$ cat config.mk
export PLATFORM = sky130hd
export DESIGN_NAME = adc_regular_conversion_manager
export DESIGN_NICKNAME = d
export VERILOG_FILES = /design/src/rtl/core/arcm_pkg.sv /design/src/rtl/core/arcm_ctrl.sv /design/src/rtl/core/arcm_datapath.sv /design/src/rtl/core/adc_regular_conversion_manager.sv
export SDC_FILE = /design/constraint.sdc
export NUM_CORES = 1
export LEC_CHECK = 0
export BUFFER_PORTS_ARGS = -buffer_cell sky130_fd_sc_hd__buf_2
export CORE_MARGIN = 8
export CORE_UTILIZATION = 48
export CTS_BUF_LIST = sky130_fd_sc_hd__clkbuf_8 sky130_fd_sc_hd__clkbuf_16
export CTS_CLUSTER_SIZE = 12
export DETAILED_ROUTE_END_ITERATION = 8
export PLACE_DENSITY = 0.75
export SYNTH_ARGS = -nofsm -noshare
export SYNTH_HDL_FRONTEND = slang
export SYNTH_SLANG_ARGS = --single-unit
$ cat constraint.sdc
create_clock -name aclk -period 2.5 [get_ports aclk]
set_input_delay 0.5 -clock aclk [delete_from_list [all_inputs] [get_ports aclk]]
set_output_delay 0.5 -clock aclk [all_outputs]
set_load 0.03 [all_outputs]
$ cat src/rtl/core/arcm_pkg.sv
// Shared types and constants for the regular conversion manager.
`timescale 1ns / 1ps

package arcm_pkg;

    localparam int SLOTS_DEFAULT = 4;

    localparam logic [15:0] EOC_STATUS_MIN = 16'h0002;

    typedef enum logic [2:0] {
        OP_REGISTER = 3'd0,
        OP_EXECUTE  = 3'd1,
        OP_READ     = 3'd2,
        OP_ENABLE   = 3'd3,
        OP_DISABLE  = 3'd4
    } arcm_op_t;

    typedef enum logic [1:0] {
        MGR_STOPPED = 2'd0,
        MGR_START   = 2'd1,
        MGR_ONGOING = 2'd2,
        MGR_DATA    = 2'd3
    } mgr_state_t;

    typedef struct packed {
        logic       load;
        logic       do_register;
        logic       do_read;
        logic       latch_held;
        logic       start_conv;
        logic       clear_flags;
        mgr_state_t state_next;
    } arcm_cmd_t;

    typedef struct packed {
        logic eoc_seen;
        logic read_hit;
    } arcm_status_t;

endpackage

$ cat src/rtl/core/arcm_ctrl.sv
// Manager state machine and handshake control.
`timescale 1ns / 1ps

module arcm_ctrl (
    input  logic                  aclk,
    input  logic                  aresetn,
    input  logic                  s_valid,
    output logic                  s_ready,
    input  logic [2:0]            s_operation,
    output logic                  m_valid,
    input  logic                  m_ready,
    input  arcm_pkg::arcm_status_t status,
    output arcm_pkg::arcm_cmd_t   cmd
);
    import arcm_pkg::*;

    mgr_state_t state_reg;
    mgr_state_t state_next;
    mgr_state_t state_calc;
    logic       out_valid_reg;
    logic       out_valid_next;
    logic       accept;

    always_ff @(posedge aclk) begin
        if (!aresetn) begin
            state_reg     <= MGR_STOPPED;
            out_valid_reg <= 1'b0;
        end else begin
            state_reg     <= state_next;
            out_valid_reg <= out_valid_next;
        end
    end

    always_comb begin
        s_ready = !out_valid_reg || m_ready;
        accept  = s_valid && s_ready;

        state_calc      = state_reg;
        cmd             = '0;
        cmd.load        = accept;

        case (arcm_op_t'(s_operation))
            OP_REGISTER: begin
                cmd.do_register = 1'b1;
            end
            OP_EXECUTE: begin
                if (state_reg == MGR_ONGOING && status.eoc_seen) begin
                    cmd.clear_flags = 1'b1;
                    state_calc      = MGR_DATA;
                end else if (state_reg == MGR_START || state_reg == MGR_DATA) begin
                    cmd.start_conv = 1'b1;
                    state_calc     = MGR_ONGOING;
                end
            end
            OP_READ: begin
                cmd.do_read    = 1'b1;
                cmd.latch_held = status.read_hit && (state_reg == MGR_DATA);
            end
            OP_ENABLE: begin
                if (state_reg == MGR_STOPPED) begin
                    state_calc = MGR_START;
                end
            end
            OP_DISABLE: begin
                if (state_reg == MGR_DATA || state_reg == MGR_ONGOING) begin
                    state_calc = MGR_STOPPED;
                end
            end
            default: begin
            end
        endcase

        cmd.state_next = state_calc;
        state_next     = accept ? state_calc : state_reg;

        if (accept) begin
            out_valid_next = 1'b1;
        end else if (m_ready) begin
            out_valid_next = 1'b0;
        end else begin
            out_valid_next = out_valid_reg;
        end

        m_valid = out_valid_reg;
    end

endmodule

$ cat src/rtl/core/arcm_datapath.sv
// Slot table, held result and output register of the conversion manager.
`timescale 1ns / 1ps

module arcm_datapath #(
    parameter int SLOTS = arcm_pkg::SLOTS_DEFAULT
) (
    input  logic                   aclk,
    input  logic                   aresetn,
    input  arcm_pkg::arcm_cmd_t    cmd,
    output arcm_pkg::arcm_status_t status,
    input  logic [5:0]             s_channel,
    input  logic [3:0]             s_group,
    input  logic [15:0]            s_scan_end_flags,
    input  logic [1:0]             s_handle,
    input  logic [15:0]            s_adc_data,
    output logic [1:0]             m_handle_out,
    output logic                   m_register_failed,
    output logic                   m_start_conversion,
    output logic [3:0]             m_start_group,
    output logic                   m_clear_end_flags,
    output logic [5:0]             m_read_channel,
    output logic [15:0]            m_read_value,
    output logic [1:0]             m_manager_state
);
    import arcm_pkg::*;

    localparam int IDX_W = (SLOTS > 1) ? $clog2(SLOTS) : 1;

    logic [SLOTS-1:0] slot_valid_reg;
    logic [5:0]       slot_channel_reg [SLOTS];
    logic [15:0]      held_value_reg;

    logic             hit;
    logic [IDX_W-1:0] hit_idx;
    logic             free;
    logic [IDX_W-1:0] free_idx;
    logic [IDX_W-1:0] pick;
    logic             found;
    logic [IDX_W-1:0] rd_idx;
    logic [15:0]      read_value_calc;

    logic [1:0]       handle_out_reg;
    logic             failed_reg;
    logic             start_conv_reg;
    logic [3:0]       start_group_reg;
    logic             clear_reg;
    logic [5:0]       read_channel_reg;
    logic [15:0]      read_value_reg;
    logic [1:0]       state_out_reg;

    // Lowest matching slot wins; otherwise the lowest free slot.
    always_comb begin
        hit      = 1'b0;
        hit_idx  = '0;
        free     = 1'b0;
        free_idx = '0;
        for (int i = SLOTS - 1; i >= 0; i--) begin
            if (slot_valid_reg[i] && slot_channel_reg[i] == s_channel) begin
                hit     = 1'b1;
                hit_idx = IDX_W'(i);
            end
            if (!slot_valid_reg[i]) begin
                free     = 1'b1;
                free_idx = IDX_W'(i);
            end
        end
        pick  = hit ? hit_idx : free_idx;
        found = hit || free;

        rd_idx          = IDX_W'(s_handle);
        status.read_hit = (32'(s_handle) < SLOTS) && slot_valid_reg[rd_idx];
        status.eoc_seen = (s_scan_end_flags >= EOC_STATUS_MIN);

        read_value_calc = cmd.latch_held ? s_adc_data : held_value_reg;
    end

    always_ff @(posedge aclk) begin
        if (!aresetn) begin
            slot_valid_reg <= '0;
            held_value_reg <= '0;
        end else if (cmd.load) begin
            if (cmd.do_register && found) begin
                slot_valid_reg[pick] <= 1'b1;
            end
            held_value_reg <= read_value_calc;
        end
    end

    always_ff @(posedge aclk) begin
        if (cmd.load && cmd.do_register && found) begin
            slot_channel_reg[pick] <= s_channel;
        end
    end

    always_ff @(posedge aclk) begin
        if (cmd.load) begin
            handle_out_reg   <= (cmd.do_register && found) ? 2'(pick) : 2'd0;
            failed_reg       <= cmd.do_register && !found;
            start_conv_reg   <= cmd.start_conv;
            start_group_reg  <= cmd.start_conv ? s_group : 4'd0;
            clear_reg        <= cmd.clear_flags;
            read_channel_reg <= (cmd.do_read && status.read_hit) ?
                                slot_channel_reg[rd_idx] : 6'd0;
            read_value_reg   <= cmd.do_read ? read_value_calc : 16'd0;
            state_out_reg    <= cmd.state_next;
        end
    end

    assign m_handle_out       = handle_out_reg;
    assign m_register_failed  = failed_reg;
    assign m_start_conversion = start_conv_reg;
    assign m_start_group      = start_group_reg;
    assign m_clear_end_flags  = clear_reg;
    assign m_read_channel     = read_channel_reg;
    assign m_read_value       = read_value_reg;
    assign m_manager_state    = state_out_reg;

endmodule

$ cat src/rtl/core/adc_regular_conversion_manager.sv
// Top level of the regular conversion manager.
// A result appears on the m_ channel in the cycle after the input transfer; the outputs are registered.
// Throughput: one item per cycle while m_ready is high; the single output register frees as m_ready takes it.
// The slot compare and state update settle within the accepting cycle.
// Reset (synchronous, active low) empties the slot table, stops the manager,
// zeroes the held value and drops m_valid.
`timescale 1ns / 1ps

module adc_regular_conversion_manager #(
    parameter int SLOTS = arcm_pkg::SLOTS_DEFAULT
) (
    input  logic        aclk,
    input  logic        aresetn,
    input  logic        s_valid,
    output logic        s_ready,
    input  logic [2:0]  s_operation,
    input  logic [5:0]  s_channel,
    input  logic [3:0]  s_group,
    input  logic [15:0] s_scan_end_flags,
    input  logic [1:0]  s_handle,
    input  logic [15:0] s_adc_data,
    output logic        m_valid,
    input  logic        m_ready,
    output logic [1:0]  m_handle_out,
    output logic        m_register_failed,
    output logic        m_start_conversion,
    output logic [3:0]  m_start_group,
    output logic        m_clear_end_flags,
    output logic [5:0]  m_read_channel,
    output logic [15:0] m_read_value,
    output logic [1:0]  m_manager_state
);
    import arcm_pkg::*;

    arcm_cmd_t    cmd;
    arcm_status_t status;

    arcm_ctrl u_ctrl (
        .aclk        (aclk),
        .aresetn     (aresetn),
        .s_valid     (s_valid),
        .s_ready     (s_ready),
        .s_operation (s_operation),
        .m_valid     (m_valid),
        .m_ready     (m_ready),
        .status      (status),
        .cmd         (cmd)
    );

    arcm_datapath #(
        .SLOTS (SLOTS)
    ) u_datapath (
        .aclk               (aclk),
        .aresetn            (aresetn),
        .cmd                (cmd),
        .status             (status),
        .s_channel          (s_channel),
        .s_group            (s_group),
        .s_scan_end_flags   (s_scan_end_flags),
        .s_handle           (s_handle),
        .s_adc_data         (s_adc_data),
        .m_handle_out       (m_handle_out),
        .m_register_failed  (m_register_failed),
        .m_start_conversion (m_start_conversion),
        .m_start_group      (m_start_group),
        .m_clear_end_flags  (m_clear_end_flags),
        .m_read_channel     (m_read_channel),
        .m_read_value       (m_read_value),
        .m_manager_state    (m_manager_state)
    );

endmodule

Yosys cells after proc, flatten, opt, wreduce, memory -nomap -nowiden
Memories as Yosys holds them, arrays and structs flattened. A register that Yosys moved wholly into a read port is not among the register bits.
Cells that the tools add are included.
Operators by class
  multipliers: 0
  mux-type cells: 37
  eq/ne operators: 11
  shift-type cells: 0
  divide/modulo/power cells: 0
  $lt $le $gt $ge: 4
  reduce and logical (&&, ||, !) cells: 24
  bitwise gates (word level): 1
  $add $sub $neg: 0
Operators with widths (count)
  2-bit two-way mux: 15
  6-bit equality test: 4
  1-bit two-way mux: 18
  16-bit by 2-bit >= comparator with 1-bit output, second input constant: 1
  16-bit two-way mux: 1
  1-bit logical AND: 13
  3-bit by 2-bit equality test with 1-bit output, second input constant: 2
  2-bit by 3-bit less-than comparator with 1-bit output, second input constant: 2
  2-bit case mux with 3 select lines: 1
  2-bit equality test, second input constant: 2
  1-bit logical OR: 4
  4-bit OR: 1
  3-bit by 1-bit equality test with 1-bit output, second input constant: 1
  3-bit equality test, second input constant: 1
  1-bit zero test: 3
  3-bit zero test: 1
  1-bit binary-select mux with 2-bit select: 1
  1-bit demux with 2-bit select: 1
  2-bit by 1-bit equality test with 1-bit output, second input constant: 1
  2-bit by 1-bit >= comparator with 1-bit output, second input constant: 1
  2-bit zero test: 1
  2-bit AND reduction: 1
  2-bit nonzero test: 1
Word-level totals
  memories kept: 1
  ROM bits: 0
  logic and storage cells: 89
  output and inout bits: 35
  RAM bits: 24
  register bits: 50
  bits in latches: 0
  bits of input ports: 51
Memories
  u_datapath.slot_channel_reg: depth 4, width 6, read ports 5, clocked after memory_dff 1, wr ports 1, RTL line arcm_datapath.sv:30  | logic [5:0] slot_channel_reg [SLOTS];

Longest topological paths before layout
  depth after elaboration: 12
  mapped depth: 9
  depth with buffers taken out: 6

Hierarchy
From an unflattened synthesis, not the netlist that was laid out.
Second synthesis, totals
  cell total of the unflattened synthesis: 286
  area, all modules: 3663.5 µm²
By module, submodules not included
  arcm_datapath: times used 1, cells an instance 254, area each 3410.8 µm², sequential area each 2112.0 µm²
  arcm_ctrl: times used 1, cells an instance 32, area each 252.7 µm², sequential area each 60.1 µm²

Worst setup path before layout
OpenSTA, ideal clock, no wires.
  path kind: input-to-reg
  start point: input port s_channel[3]
  end point: memory u_datapath.slot_channel_reg[1][0], enable pin
  path buffers: 1
  data required time: 2123 ps
  data arrival time: 2179 ps
  setup slack: -56 ps
  stages: 7
  library setup time: 377 ps
  cell sequence: clkbuf_1 > xnor2_1 > nand4_1 > nor4_1 > a21oi_1 > or2_2 > nor3_1
Between the ends
  longest elaborated chain between the ends: 10
  elaborated cells between the ends (all ways): 21
  classes of those cells: eq/ne (4); mux (11); reduce/logical (6)
RTL lines
  start: declaration: RTL line adc_regular_conversion_manager.sv:17  | input logic [5:0] s_channel,
  6-bit equality test: RTL line arcm_datapath.sv:58  | if (slot_valid_reg[i] && slot_channel_reg[i] == s_channel) begin
  1-bit logical AND: RTL line arcm_datapath.sv:58
  1-bit two-way mux (4 in series): RTL line arcm_datapath.sv:58
  1-bit logical OR: RTL line arcm_datapath.sv:68  | found = hit || free;
  1-bit logical AND: RTL line arcm_datapath.sv:90  | if (cmd.load && cmd.do_register && found) begin
  1-bit two-way mux: RTL line arcm_datapath.sv:90
  1-bit two-way mux (implied by the code): RTL line arcm_datapath.sv:91  | slot_channel_reg[pick] <= s_channel;
  end: declaration: RTL line arcm_datapath.sv:30
Parallel ways exist; a longest one is shown, timed or not.

==> impl_results.md <==
* Headroom to the max-slew limit at 62.0%
* CTS Buffer Depth at 2
* Post-synth top flop: edfxtp_1
* Fin. Hold Viols at 0
* Vias per cell at 5.14
* Power Total at 2680 uW
* Fillers at 627
* Net Count, Synth at 347
* Worst r2r src: u_datapath.slot_channel_reg[2][1]
* Worst Path Max Fanout at 6
* Clock Latency Late Sink at 350 ps
* # DRC at 0
* Worst Hold Launch: s_adc_data[9]
* Wire length per cell at 15.9 um
* IO Port Bufs at 84
* CORE AREA at 7290 um2
* Yosys Warn Count at 0
* Worst reg2reg path endpoint: u_datapath.slot_channel_reg[2][3]
* Cell family with most CP delay: simple AND/OR/NAND/NOR gates
* Power Dens Cells at 607 nW/um2
* 1st-iter DRT viols at 139
* Synth cell types at 45
* Congestion Overflow GR at 0
* Post-Syn Instances at 296
* Setup TNS at 0 ps
* Die area at 10600 um2
* Slowest-stage cell, CP: or4_1
* Setup bufs post-CTS at 0
* Chip height at 103 um
* Die width at 103 um
* Syn-to-layout area delta at 21.7%
* Arrival @ worst endpoint at 2270 ps
* Post-cts resize count at 0
* H-Tree Depth at 3
* Actual slew at the worst max-slew pin at 570 ps
* Crit path launch type: flop
* Worst IR Drop VDD at 315 uV
* Row Count at 31
* Remaining antenna violation count at 0
* Drt pass-1 iters at 7
* R2r setup slk at 290 ps
* Via Count at 2561
* Final non-filler cell total at 498
* Root cell of the clock tree: clkbuf_8
* Post-synth EDFFs at 57
* Num CTS Buffers at 9
* Number of I/O pins at 86
* First-pass GRT wire length at 12400 um
* Crit path from: u_datapath.slot_channel_reg[2][1]
* Worst reg2reg path depth at 7
* Final slew viol count at 0
* Xor/xnor share of the synthesized area at 5.79%
* WP data required at 2560 ps
* Worst-path clk slew at 80 ps
* Min-Delay Path Class: primary input to flop
* MaxCap Viol Count at 0
* Largest family of logic cells by synthesized area: simple AND/OR/NAND/NOR gates
* CP Buf/Inv Count at 1
* Seq cells post-synth at 80
* Critical path class: flop to flop
* Max FFs per register at 24
* Post-Synth Adder-Cell Area at 0%
* HPWL Detailed at 5840 um
* Gr usage total at 15.5%
* Gpl congestion at 0.852
* Mux cell area share after synthesis at 8.76%
* Hold Path Cell Cnt at 3
* RSZ-0062 raised after global routing: false
* Part of the cycle the worst path needs at 88.4%
* Worst setup EP type: flop
* Crit-path cells: xnor2_1, nand4_1, or4_1, a21oi_1, or2_2, nor2b_1, buf_4
* Vias in the first global route at 2628
* Antenna diodes at 0
* Synthesized cell area at 3630 um2
* Post-Synth Simple-Gate Area at 15.5%
* Final setup fails at 0
* Avg Cell Area, Syn at 12.3 um2
* Initial antenna violation count at 0
* Starting Density at 49.8%
* Layout cells sized above 1 at 34.8%
* Levels on crit path at 7
* Clk sinks at 80
* Asr flop ratio synth at 0%
* CP max stage delay at 440 ps
* Routed WL at 7900 um
* Dpl cells at 482
* Pin count of the biggest net entering global routing at 23
* Final core utilization at 60.6%
* Register area share after synthesis at 59.8%
* # hold bufs at CTS at 0
* P_leak at 0.00177 uW
* Highest Clock Rate at 0.453 GHz
* Tmin final at 2210 ps
* TritonCTS clock tree: built
* Worst clock skew at 6.81 ps
* Hold Path Sink: u_datapath.held_value_reg[9]
* Nets at 445
* Status: finished clean
* Compound-cell area share of the yosys netlist at 7.03%
-- power breakdown --
part / switching [uW] / internal (uW)
logic: 158 / 91.6
registers: 13.1 / 1450
clock network: 476 / 493
total: 647 / 2030
-- through the flow --
stage               hold WS (ps)  worst slack [ps]  cell area, um2
floorplan                    436             0.820            3630
global placement             442              83.7            4210
detailed placement           448              6.88            4210
CTS                          366               277            4420
global route                 371              61.5            4420
finish                       386               290            4420
-- area by class of cell --
type / instances / area [um2] / share of cell area (%)
flip-flops and latches: 80 / 2170 / 49.2
multi-input cells: 196 / 1350 / 30.6
repair buffers: 100 / 541 / 12.2
clock buffers: 10 / 138 / 3.12
well taps: 99 / 124 / 2.80
clock inverters: 6 / 66.3 / 1.50
inverters: 7 / 26.3 / 0.595
-- how the worst max path moves through the flow --
stage | end | slack [ps]
2_1_floorplan | u_datapath.slot_channel_reg[2][0] | 0.8
3_3_place_gp | u_datapath.slot_channel_reg[2][1] | 80
3_5_place_dp | u_datapath.slot_channel_reg[2][1] | 7
4_1_cts | u_datapath.slot_channel_reg[2][3] | 280
5_1_grt | u_datapath.slot_channel_reg[2][3] | 60
6_report | u_datapath.slot_channel_reg[2][3] | 290
-- tightest hold or removal path, delay by kind of cell --
kind | cells | cell delay (ps)
AO/OA/AOI/OAI | 1 | 50
buffers and inverters | 1 | 100
AND/OR/NAND/NOR | 1 | 50
-- Yosys cell counts, drive strengths merged (2+ instances only) --
library cell / count / share of area, %
and2b: 3 / 0.62
mux2i: 16 / 4.4
xnor2: 15 / 3.6
mux4: 7 / 4.3
a21oi: 20 / 3.8
nor2: 28 / 3.3
o21ai: 4 / 0.55
nand2: 40 / 4.1
nor4: 6 / 1.0
nand4: 6 / 1.0
nor2b: 5 / 0.86
or2: 5 / 0.86
and2: 6 / 1.0
or3: 2 / 0.34
xor2: 9 / 2.2
inv: 7 / 0.72
edfxtp: 57 / 47
nand2b: 2 / 0.55
nor3: 6 / 0.83
dfxtp: 23 / 13
clkbuf: 5 / 0.52
buf: 8 / 1.9
-- logic make-up (layout without fill, tap and decap cells) --
family,after synthesis,count (layout)
AND/OR/NAND/NOR,113,113
AO/OA/AOI/OAI,36,36
multiplexers,23,23
XOR/XNOR,24,24
buffers and inverters,20,123
flip-flops,80,80
-- routing by layer --
metal	GRT usage, %	wire [um]	vias up
li1	-	-	1258
met1	17.3	3240	1199
met2	25.4	3820	87
met3	5.27	663	17
met4	8.68	177	0
met5	0	0	-
-- layout by cell type (no fill, tap or decap), types with 6 or more instances in the layout --
cell / instances
mux4_2: 7
mux2i_1: 16
inv_1: 7
buf_2: 84
nand2_1: 40
a21oi_1: 10
nand4_1: 6
nor2_1: 27
xor2_1: 9
clkbuf_8: 10
edfxtp_1: 57
a21oi_2: 10
nor4_1: 6
and2_1: 6
buf_4: 16
xnor2_1: 15
dfxtp_1: 23
No activity file was read; power rests on OpenSTA's default activity.
